### config.mk
export PLATFORM = sky130hd
export DESIGN_NAME = wav_riff_header_parser
export DESIGN_NICKNAME = d
export VERILOG_FILES = /design/src/hdl/wrhp_pkg.sv /design/src/hdl/wav_riff_header_parser.sv
export VERILOG_INCLUDE_DIRS = /design/src /design/src/hdl
export SDC_FILE = /design/constraint.sdc
export NUM_CORES = 1
export LEC_CHECK = 0
export ABC_CLOCK_PERIOD_IN_PS = 10950
export BUFFER_PORTS_ARGS = -buffer_cell sky130_fd_sc_hd__buf_2
export CAP_MARGIN = 20
export CORE_MARGIN = 2
export CORE_UTILIZATION = 45
export DETAILED_ROUTE_END_ITERATION = 8
export PLACE_DENSITY_LB_ADDON = 0.15
export SYNTH_ARGS = -nofsm -noshare
export SYNTH_HDL_FRONTEND = slang
export SYNTH_SLANG_ARGS = --single-unit
export TNS_END_PERCENT = 100
### constraint.sdc
create_clock -name clk -period 10.95 [get_ports clk]
set_input_delay 2.19 -clock clk [delete_from_list [all_inputs] [get_ports clk]]
set_output_delay 2.19 -clock clk [all_outputs]
set_load 0.02 [all_outputs]
### src/hdl/wav_riff_header_parser_defines.svh
// assertion macros for the riff/wave header parser
// used by wav_riff_header_parser; expects clk and rst in scope
`ifndef WAV_RIFF_HEADER_PARSER_DEFINES_SVH
`define WAV_RIFF_HEADER_PARSER_DEFINES_SVH

// same-cycle implication
`define WRHP_ASSERT_IMP(lbl, ante, cons, msg) \
  lbl: assert property (@(posedge clk) disable iff (rst) (ante) |-> (cons)) else $error(msg);

// next-cycle implication
`define WRHP_ASSERT_NXT(lbl, ante, cons, msg) \
  lbl: assert property (@(posedge clk) disable iff (rst) (ante) |=> (cons)) else $error(msg);

`endif

### src/hdl/wrhp_pkg.sv
// types and constants for the riff/wave header parser
// no dependencies
`timescale 1ns / 1ps

package wrhp_pkg;

  localparam int unsigned FmtBytes = 16;

  localparam logic [31:0] ID_FMT  = 32'h666D_7420;
  localparam logic [31:0] ID_DATA = 32'h6461_7461;
  localparam logic [31:0] DEFAULT_RATE = 32'd22050;
  localparam logic [15:0] TAG_PCM = 16'd1;
  localparam logic [15:0] BITS_16 = 16'd16;

  localparam logic [7:0] RIFF_MAGIC [12] = '{
    8'h52, 8'h49, 8'h46, 8'h46, 8'h00, 8'h00, 8'h00, 8'h00,
    8'h57, 8'h41, 8'h56, 8'h45
  };

  localparam int unsigned OUT_DATA_BITS = 136;

  // fmt capture slot: count has bit 4 set when idle
  typedef struct packed {
    logic [4:0]      count;
    logic [7:0][7:0] lo;
    logic [7:0]      b14;
  } cap_slot_t;

  typedef struct packed {
    logic        parse_ok;
    logic        sixteen_bit;
    logic [15:0] channel_count;
    logic [31:0] sample_rate;
    logic [15:0] format_tag;
    logic [31:0] data_offset;
    logic [31:0] data_length;
  } result_t;

endpackage

### src/hdl/wav_riff_header_parser.sv
// riff/wave header parser top level
// depends on wrhp_pkg and wav_riff_header_parser_defines.svh
`timescale 1ns / 1ps
`include "wav_riff_header_parser_defines.svh"

// Takes one file byte per request on the slave stream and reports the parsed
// format once, on the byte marked by tlast. An input register feeds the chunk
// walker, which updates its counters and compares combinationally and writes
// the result register, so one byte is taken every clock unless the slave side
// stalls. The report is registered from the final byte in the input register
// when the result register is free; a final byte that meets an unread report
// waits in the input register and stalls the slave side until that report is
// taken. Parser state is reset after each final byte, ready for the next file.
module wav_riff_header_parser #(
  parameter int unsigned POSITION_WIDTH = 32
) (
  input  logic                                  clk,
  input  logic                                  rst,
  input  logic                                  s_axis_tvalid,
  output logic                                  s_axis_tready,
  input  logic [7:0]                            s_axis_tdata,  // file_byte
  input  logic                                  s_axis_tlast,  // end_of_file
  output logic                                  m_axis_tvalid,
  input  logic                                  m_axis_tready,
  // parse_ok, sixteen_bit, channel_count, sample_rate, format_tag,
  // data_offset, data_length, zero fill
  output logic [wrhp_pkg::OUT_DATA_BITS-1:0]    m_axis_tdata
);

  localparam int unsigned PW = POSITION_WIDTH;
  localparam int unsigned EW = POSITION_WIDTH + 32;

  // input register
  logic       s1_valid;
  logic [7:0] s1_byte;
  logic       s1_last;
  logic       go;

  // parser state
  logic [PW-1:0]           position, position_next;
  logic                    header_valid, header_valid_next;
  logic [63:0]             shift, shift_next;
  logic [2:0]              hcnt, hcnt_next;
  logic [32:0]             skip, skip_next;
  wrhp_pkg::cap_slot_t     cap [2];
  wrhp_pkg::cap_slot_t     cap_next [2];
  logic [15:0]             fmt_tag, fmt_tag_next;
  logic [15:0]             fmt_channels, fmt_channels_next;
  logic [31:0]             fmt_rate, fmt_rate_next;
  logic                    fmt_sixteen, fmt_sixteen_next;
  logic                    data_found, data_found_next;
  logic [PW-1:0]           data_off, data_off_next;
  logic [31:0]             data_len, data_len_next;

  wrhp_pkg::result_t       result;

  assign go = s1_valid && (!s1_last || !m_axis_tvalid || m_axis_tready);
  assign s_axis_tready = !s1_valid || go;

  always_ff @(posedge clk) begin
    if (rst) begin
      s1_valid <= 1'b0;
    end else if (s_axis_tready) begin
      s1_valid <= s_axis_tvalid;
    end
    if (s_axis_tready) begin
      s1_byte <= s_axis_tdata;
      s1_last <= s_axis_tlast;
    end
  end

  // chunk walker and fmt capture
  always_comb begin
    logic [7:0]  v;
    logic [31:0] id;
    logic [31:0] len;
    logic        fmt_hit;
    v       = s1_byte;
    id      = '0;
    len     = '0;
    fmt_hit = 1'b0;

    position_next     = (position == {PW{1'b1}}) ? position : position + PW'(1);
    header_valid_next = header_valid;
    shift_next        = shift;
    hcnt_next         = hcnt;
    skip_next         = skip;
    fmt_tag_next      = fmt_tag;
    fmt_channels_next = fmt_channels;
    fmt_rate_next     = fmt_rate;
    fmt_sixteen_next  = fmt_sixteen;
    data_found_next   = data_found;
    data_off_next     = data_off;
    data_len_next     = data_len;

    if (position < PW'(12)) begin
      if (position[3:0] inside {[4'd0:4'd3], [4'd8:4'd11]}) begin
        if (v != wrhp_pkg::RIFF_MAGIC[position[3:0]]) begin
          header_valid_next = 1'b0;
        end
      end
    end else if (header_valid) begin
      if (skip != '0) begin
        skip_next = skip - 33'd1;
      end else begin
        shift_next = {shift[55:0], v};
        if (hcnt == 3'd7) begin
          hcnt_next = '0;
          id  = shift_next[63:32];
          len = {shift_next[7:0], shift_next[15:8], shift_next[23:16], shift_next[31:24]};
          if (id == wrhp_pkg::ID_FMT) begin
            fmt_hit = 1'b1;
          end else if (id == wrhp_pkg::ID_DATA) begin
            data_found_next = 1'b1;
            data_off_next   = position_next;
            data_len_next   = len;
          end
          skip_next = {1'b0, len} + {32'b0, len[0]};
        end else begin
          hcnt_next = hcnt + 3'd1;
        end
      end
    end

    for (int i = 0; i < 2; i++) begin
      cap_next[i] = cap[i];
      if (!cap[i].count[4]) begin
        if (!cap[i].count[3]) begin
          cap_next[i].lo[cap[i].count[2:0]] = v;
        end
        if (cap[i].count == 5'd14) begin
          cap_next[i].b14 = v;
        end
        if (cap[i].count == 5'(wrhp_pkg::FmtBytes - 1)) begin
          fmt_tag_next      = {cap[i].lo[1], cap[i].lo[0]};
          fmt_channels_next = {cap[i].lo[3], cap[i].lo[2]};
          fmt_rate_next     = {cap[i].lo[7], cap[i].lo[6], cap[i].lo[5], cap[i].lo[4]};
          fmt_sixteen_next  = ({v, cap[i].b14} == wrhp_pkg::BITS_16);
        end
        cap_next[i].count = cap[i].count + 5'd1;
      end
    end

    if (fmt_hit) begin
      if (cap_next[0].count[4]) begin
        cap_next[0].count = '0;
      end else if (cap_next[1].count[4]) begin
        cap_next[1].count = '0;
      end
    end
  end

  // result from the updated state
  always_comb begin
    logic [PW-1:0] rem;
    logic [EW-1:0] rem_ext;
    logic [EW-1:0] len_ext;
    logic [EW-1:0] off_ext;
    logic [31:0]   dlen;
    rem     = (position_next >= data_off_next) ? position_next - data_off_next : '0;
    rem_ext = {32'b0, rem};
    len_ext = {{PW{1'b0}}, data_len_next};
    off_ext = {32'b0, data_off_next};
    dlen    = '0;
    if (data_found_next) begin
      dlen = (rem_ext < len_ext) ? rem_ext[31:0] : data_len_next;
    end
    result.parse_ok      = (position_next >= PW'(12)) && header_valid_next &&
                           (fmt_tag_next == wrhp_pkg::TAG_PCM) && data_found_next &&
                           (dlen != '0) && (fmt_channels_next != '0);
    result.sixteen_bit   = fmt_sixteen_next;
    result.channel_count = fmt_channels_next;
    result.sample_rate   = (fmt_rate_next != '0) ? fmt_rate_next : wrhp_pkg::DEFAULT_RATE;
    result.format_tag    = fmt_tag_next;
    result.data_offset   = data_found_next ? off_ext[31:0] : '0;
    result.data_length   = dlen;
  end

  always_ff @(posedge clk) begin
    if (rst || (go && s1_last)) begin
      position     <= '0;
      header_valid <= 1'b1;
      shift        <= '0;
      hcnt         <= '0;
      skip         <= '0;
      for (int i = 0; i < 2; i++) begin
        cap[i].count <= 5'(wrhp_pkg::FmtBytes);
      end
      fmt_tag      <= wrhp_pkg::TAG_PCM;
      fmt_channels <= 16'd1;
      fmt_rate     <= wrhp_pkg::DEFAULT_RATE;
      fmt_sixteen  <= 1'b0;
      data_found   <= 1'b0;
      data_off     <= '0;
      data_len     <= '0;
    end else if (go) begin
      position     <= position_next;
      header_valid <= header_valid_next;
      shift        <= shift_next;
      hcnt         <= hcnt_next;
      skip         <= skip_next;
      for (int i = 0; i < 2; i++) begin
        cap[i].count <= cap_next[i].count;
      end
      fmt_tag      <= fmt_tag_next;
      fmt_channels <= fmt_channels_next;
      fmt_rate     <= fmt_rate_next;
      fmt_sixteen  <= fmt_sixteen_next;
      data_found   <= data_found_next;
      data_off     <= data_off_next;
      data_len     <= data_len_next;
    end
    if (go) begin
      for (int i = 0; i < 2; i++) begin
        cap[i].lo  <= cap_next[i].lo;
        cap[i].b14 <= cap_next[i].b14;
      end
    end
  end

  // result register
  always_ff @(posedge clk) begin
    if (rst) begin
      m_axis_tvalid <= 1'b0;
    end else if (go && s1_last) begin
      m_axis_tvalid <= 1'b1;
    end else if (m_axis_tready) begin
      m_axis_tvalid <= 1'b0;
    end
    if (go && s1_last) begin
      m_axis_tdata <= {6'b0, result.data_length, result.data_offset, result.format_tag,
                       result.sample_rate, result.channel_count, result.sixteen_bit,
                       result.parse_ok};
    end
  end

  `WRHP_ASSERT_IMP(a_cap_distinct, !cap[0].count[4] && !cap[1].count[4], cap[0].count != cap[1].count, "two fmt captures share a count")
  `WRHP_ASSERT_IMP(a_hdr_no_skip, hcnt != 3'd0, skip == 33'd0, "chunk header collected while skipping")
  `WRHP_ASSERT_NXT(a_last_result, go && s1_last, m_axis_tvalid, "final byte gave no result")
  `WRHP_ASSERT_NXT(a_last_clear, go && s1_last, position == '0 && header_valid, "state not cleared after final byte")

endmodule
---- After elaboration in Yosys (flattened, before gate mapping) ----
Memory sizes are Yosys's and may differ from the RTL's.
Index checks and enable logic that the tools add are counted.
storage, ports and cells
  register bits ........................... 396
  RAM bits ................................ 154
  bits in read-only memories .............. 128
  bits of input ports ..................... 13
  output and inout bits ................... 138
  memories ................................ 2
memory list
  name              depth  width  read ports  clocked after memory_dff  wr ports  RTL line                      RTL
  cap               2      77     2           0                         2         wav_riff_header_parser.sv:45  wrhp_pkg::cap_slot_t cap [2];
  (name not given)  16     8      1           0                         0         wav_riff_header_parser.sv:98  if (v != wrhp_pkg::RIFF_MAGIC[position[3:0]]) begin
operators by class
  $add $sub $neg .......................... 7
  magnitude comparators ................... 13
  equal/unequal tests ..................... 12
  mux-type cells .......................... 78
  bitwise operators ....................... 5
  reductions and logical operators ........ 27
operator list
  operator                 number
  $mux W32                 20
  $mux W77                 2
  $bwmux W64               2
  $mux W16                 8
  $mux W64                 2
  $mux W33                 2
  $eq A32 B31 Y1 const B   2
  $reduce_bool A32 Y1      2
  $demux W8 S3             2
  $mux W8                  6
  $add A32 B1 Y33          1
  $reduce_bool A33 Y1      1
  $sub A33 B1 Y33 const B  1
  $add A32 B1 Y32 const B  1
  $eq A16 B5 Y1 const B    2
  $eq A32 B32 Y1 const B   1
  $ge A32 B32 Y1           1
  $ge A32 B4 Y1 const B    1
  $lt A32 B32 Y1           1
  $lt A32 B4 Y1 const B    1
  $sub A32 B32 Y32         1
  $mux W1                  26
  $mux W5                  5
  $eq A5 B4 Y1 const B     4
  23 further kinds         47

---- Depth between registers and ports, before layout ----
  depth in word-level cells ............... 16
  mapped depth ............................ 37
  gate-level depth less buffers ........... 32

---- Worst setup path after synthesis ----
Ideal clock, no wire load.
  path type ............................... register to register
  from .................................... reg skip[8]
  to ...................................... reg m_axis_tdata[0] (netlist bit) (data pin)
  data arrival time ....................... 7792 ps
  setup slack ............................. 2890 ps
  cell stages (with the launch flop) ...... 34
  cell sequence ........................... dfxtp_1 -> or4_4 -> nor4_4 -> nand4_2 -> nor4_2 -> buf_2 -> buf_2 -> buf_1 -> nand2_1 -> o21ai_0 -> ha_1 -> nor2b_1 -> o2111ai_1 -> nand3b_1 -> a32o_1 -> o31a_1 -> o21ai_1 -> a21boi_0 -> o21a_1 -> xnor2_1 -> nor2_1 -> ha_1 -> and4_1 -> nand3_1 -> nor3_1 -> nand4_1 -> or4_1 -> a41oi_2 -> or2_1 -> buf_2 -> nor3_1 -> or3b_1 -> nor4b_2 -> a31oi_1
RTL lines
  item                      RTL line                       RTL
  start: declaration        wav_riff_header_parser.sv:44   logic [32:0] skip, skip_next;
  start signal: assignment  wav_riff_header_parser.sv:201  skip <= skip_next;
  end signal: assignment    wav_riff_header_parser.sv:231  m_axis_tdata <= {6'b0, result.data_length, result.data_offset, result.format_tag,
  end: declaration          wav_riff_header_parser.sv:27   output logic [wrhp_pkg::OUT_DATA_BITS-1:0] m_axis_tdata

==> results.toml <==
[status]
status = "finished clean"

[logic_synthesis]
synth_edf_count = 293
synth_flop_cell = "edfxtp_1"
synth.distinct_cells = 77
synth_common_cells = "nor2_1 (370), nand2_1 (346), edfxtp_1 (293)"
synthArstFlopShare = 0
synth_top_area_frac = 0.331
synthTopCellsByArea = "edfxtp_1 (33%), dfxtp_1 (19%), nor2_1 (5.2%), nand2_1 (4.9%), mux2i_1 (4.1%)"
yosys_warnings = 0
synth_most_common_cell = "nor2_1"
seq_area_frac_synth = 0.525
syn_inst = 2780
yosys_register_bits = 550
syn_area_sq_mm = 0.0266
synth_top_area_cell = "edfxtp_1"
syn_avg_cell_area_sq_um = 9.56

[clocking]
worstSkewPairLatency_ns = 0.62
htreeDepth = 2
clock_path_buffers = 3
cts.repair.resized = 0
cts_hold_buf = 0
path_clk_slew_ns = 0.06
cts_buffers = 59
clock_sinks = 550
cts_root_buf = "clkbuf_16"
postCtsSetupRepairBufs = 0
cts_tree = "yes"

[sta]
slew_violations = 0
fin_worst_skew_ns = 0.0121
relSlewSlack = 0.285
rsz0062_at_grt = "no"
hold_viol = 0
setup_violations = 0
worst_slew_pin_slew_ns = 1.07
post-route-period-util = 0.881
holdWs_ns = 0.446
setup_tns_ns = 0
fmax_ghz = 0.104
period_needed_ns = 9.64

[worst_setup_path]
worstSetupPathType = "flop to flop"
rrSetupSlack_ns = 1.31
cp_num_buf_inv = 2
cp.depth = 29
critPathCaptureType = "flop"
setup.worst_path.start_class = "flop"
rr_worst_depth = 29
r2r-start = "skip[8]"
worstPathArrival_ns = 9.96
path_delay_family = "simple AND/OR/NAND/NOR gates"
cp-startpoint = "skip[8]"
r2r_end = "m_axis_tdata[0]"
cp_slowest_cell = "or2_1"
critical_path_required_ns = 11.27
crit_end = "m_axis_tdata[0]"
slowest_delay_ns = 0.80
critical_path_peak_fanout = 49

[floorplanning]
io_pins = 151
initial_core_util = 0.453
fp.dieH_um = 247
placeableCoreArea_sq_mm = 0.0587
rows = 89
die_w_um = 247
die-area_sq_mm = 0.0610

[detailed_routing]
ant_nets = 0
routedWlPerCell_um = 20.8
drc_errors = 0
vias_per_cell = 5.76
drtIter0Drc = 1618
dr.pass1.iters = 6
routed_wl_um = 76400
num_vias = 21124

[finish]
seqCellArea_sq_mm = 0.0139
final_nets = 2937
syn_to_final_growth_pct = 12.5
multi_input_area_sq_mm = 0.0117
fillers = 5380
drive_gt1_frac = 0.105
final_core_util = 0.509
n_antenna_cell = 0

[global_route]
grt_start_max_net_pins = 92
grt_pass1_vias = 19686
antenna_found_initial = 0
grt_pass1_wl_um = 116000
globalRouteOverflowTotal = 0
grt_usage = 0.245

[pwr]
ir_drop_mv = 0.180
p_per_area_mw_per_mm2 = 148
finalPower_uw = 4430
leakagePower_uw = 0.0113

[placement]
place.gp.congestion = 0.928
place_hpwl_um = 52500
port-buffer-count = 144

[hold_path]
timing.hold.worst.class = "flop to flop"

[job]
drv_cap = 0
-- state kept, by name, summed over array words and instances (netlist names), 3 cells and up --
name / flops
cap: 154
data_len: 32
data_off: 32
fmt_channels: 16
fmt_rate: 32
fmt_tag: 16
hcnt: 3
m_axis_tdata: 130
position: 32
s1_byte: 8
shift: 56
skip: 33
-- cells in the final DEF, fill, tap and decap left out, drive strengths merged, types with 6 or more instances in the layout --
cell,synthesis,final
and2,26,26
nor2,371,371
or2,10,10
nor2b,11,11
and3,17,17
inv,65,66
nand4,44,44
a211oi,20,20
nor4b,11,11
o31ai,11,11
o21ai,200,200
a21o,17,17
o22ai,9,9
nor4,37,37
a22oi,22,22
nand2,346,346
xnor2,47,47
conb,1,6
clkbuf,142,96
edfxtp,293,293
clkinv,1,13
buf,45,185
and4,16,16
a21oi,211,211
or4,9,9
a31oi,14,14
xor2,45,45
or3,27,27
o211ai,8,8
nand2b,17,17
nand3b,6,6
nor3,47,47
nand3,61,61
dfxtp,257,257
mux2i,109,109
a22o,69,69
ha,78,78
-- final cells by class --
type | instances | share of cell area
repair buffers | 186 | 0.0349
clock buffers | 95 | 0.0597
inverters | 66 | 0.00829
clock inverters | 16 | 0.00599
flip-flops and latches | 550 | 0.467
well taps | 773 | 0.0324
multi-input cells | 1982 | 0.392
-- cells by family (layout without fill, tap and decap cells) --
kind of cell | after synthesis | after routing | share of synthesized area
AOI/OAI and AO/OA | 625 | 625 | 0.142
xor gates and xnor gates | 92 | 92 | 0.0303
adders and majority gates | 79 | 79 | 0.0375
buffers and inverters | 253 | 363 | 0.0372
DFF | 550 | 550 | 0.525
muxes | 110 | 110 | 0.0415
other | 1 | 6 | 0.000141
and+or+nand+nor | 1070 | 1070 | 0.186
-- worst min-delay path by stage --
stage,startpoint,to,cells after the start
3_3_place_gp,data_off[25],data_off[25],2
2_1_floorplan,data_off[10],data_off[10],2
4_1_cts,data_off[1],data_off[1],2
3_5_place_dp,data_off[1],data_off[1],2
5_1_grt,shift[52],shift[52],2
6_report,data_off[1],data_off[1],2
-- worst min-delay path: stages (launching register included) --
cell	delay, ns
dfxtp_1	0.32
nand2_1	0.04
o21ai_0	0.05
-- power breakdown --
part           internal, uW  switching, uW
clock                  1180            824
sequential             2170           10.9
combinational          72.9            178
total                  3420           1010
-- routing by layer --
layer  share of wire  GRT usage
met1            0.45      0.331
met2            0.48      0.408
met3           0.048     0.0325
met4           0.029     0.0732
met5               0          0
-- per-stage QoR --
step | setup slack, ns | std cells | area, sq um
6_report | 1.31 | 3668 | 29900
3_5_place_dp | 1.42 | 3555 | 27900
4_1_cts | 1.37 | 3666 | 29900
5_1_grt | 0.705 | 3668 | 29900
2_1_floorplan | 2.89 | 2785 | 26600
3_3_place_gp | 1.65 | 3555 | 27900
Power figures use the tool's default switching activity.
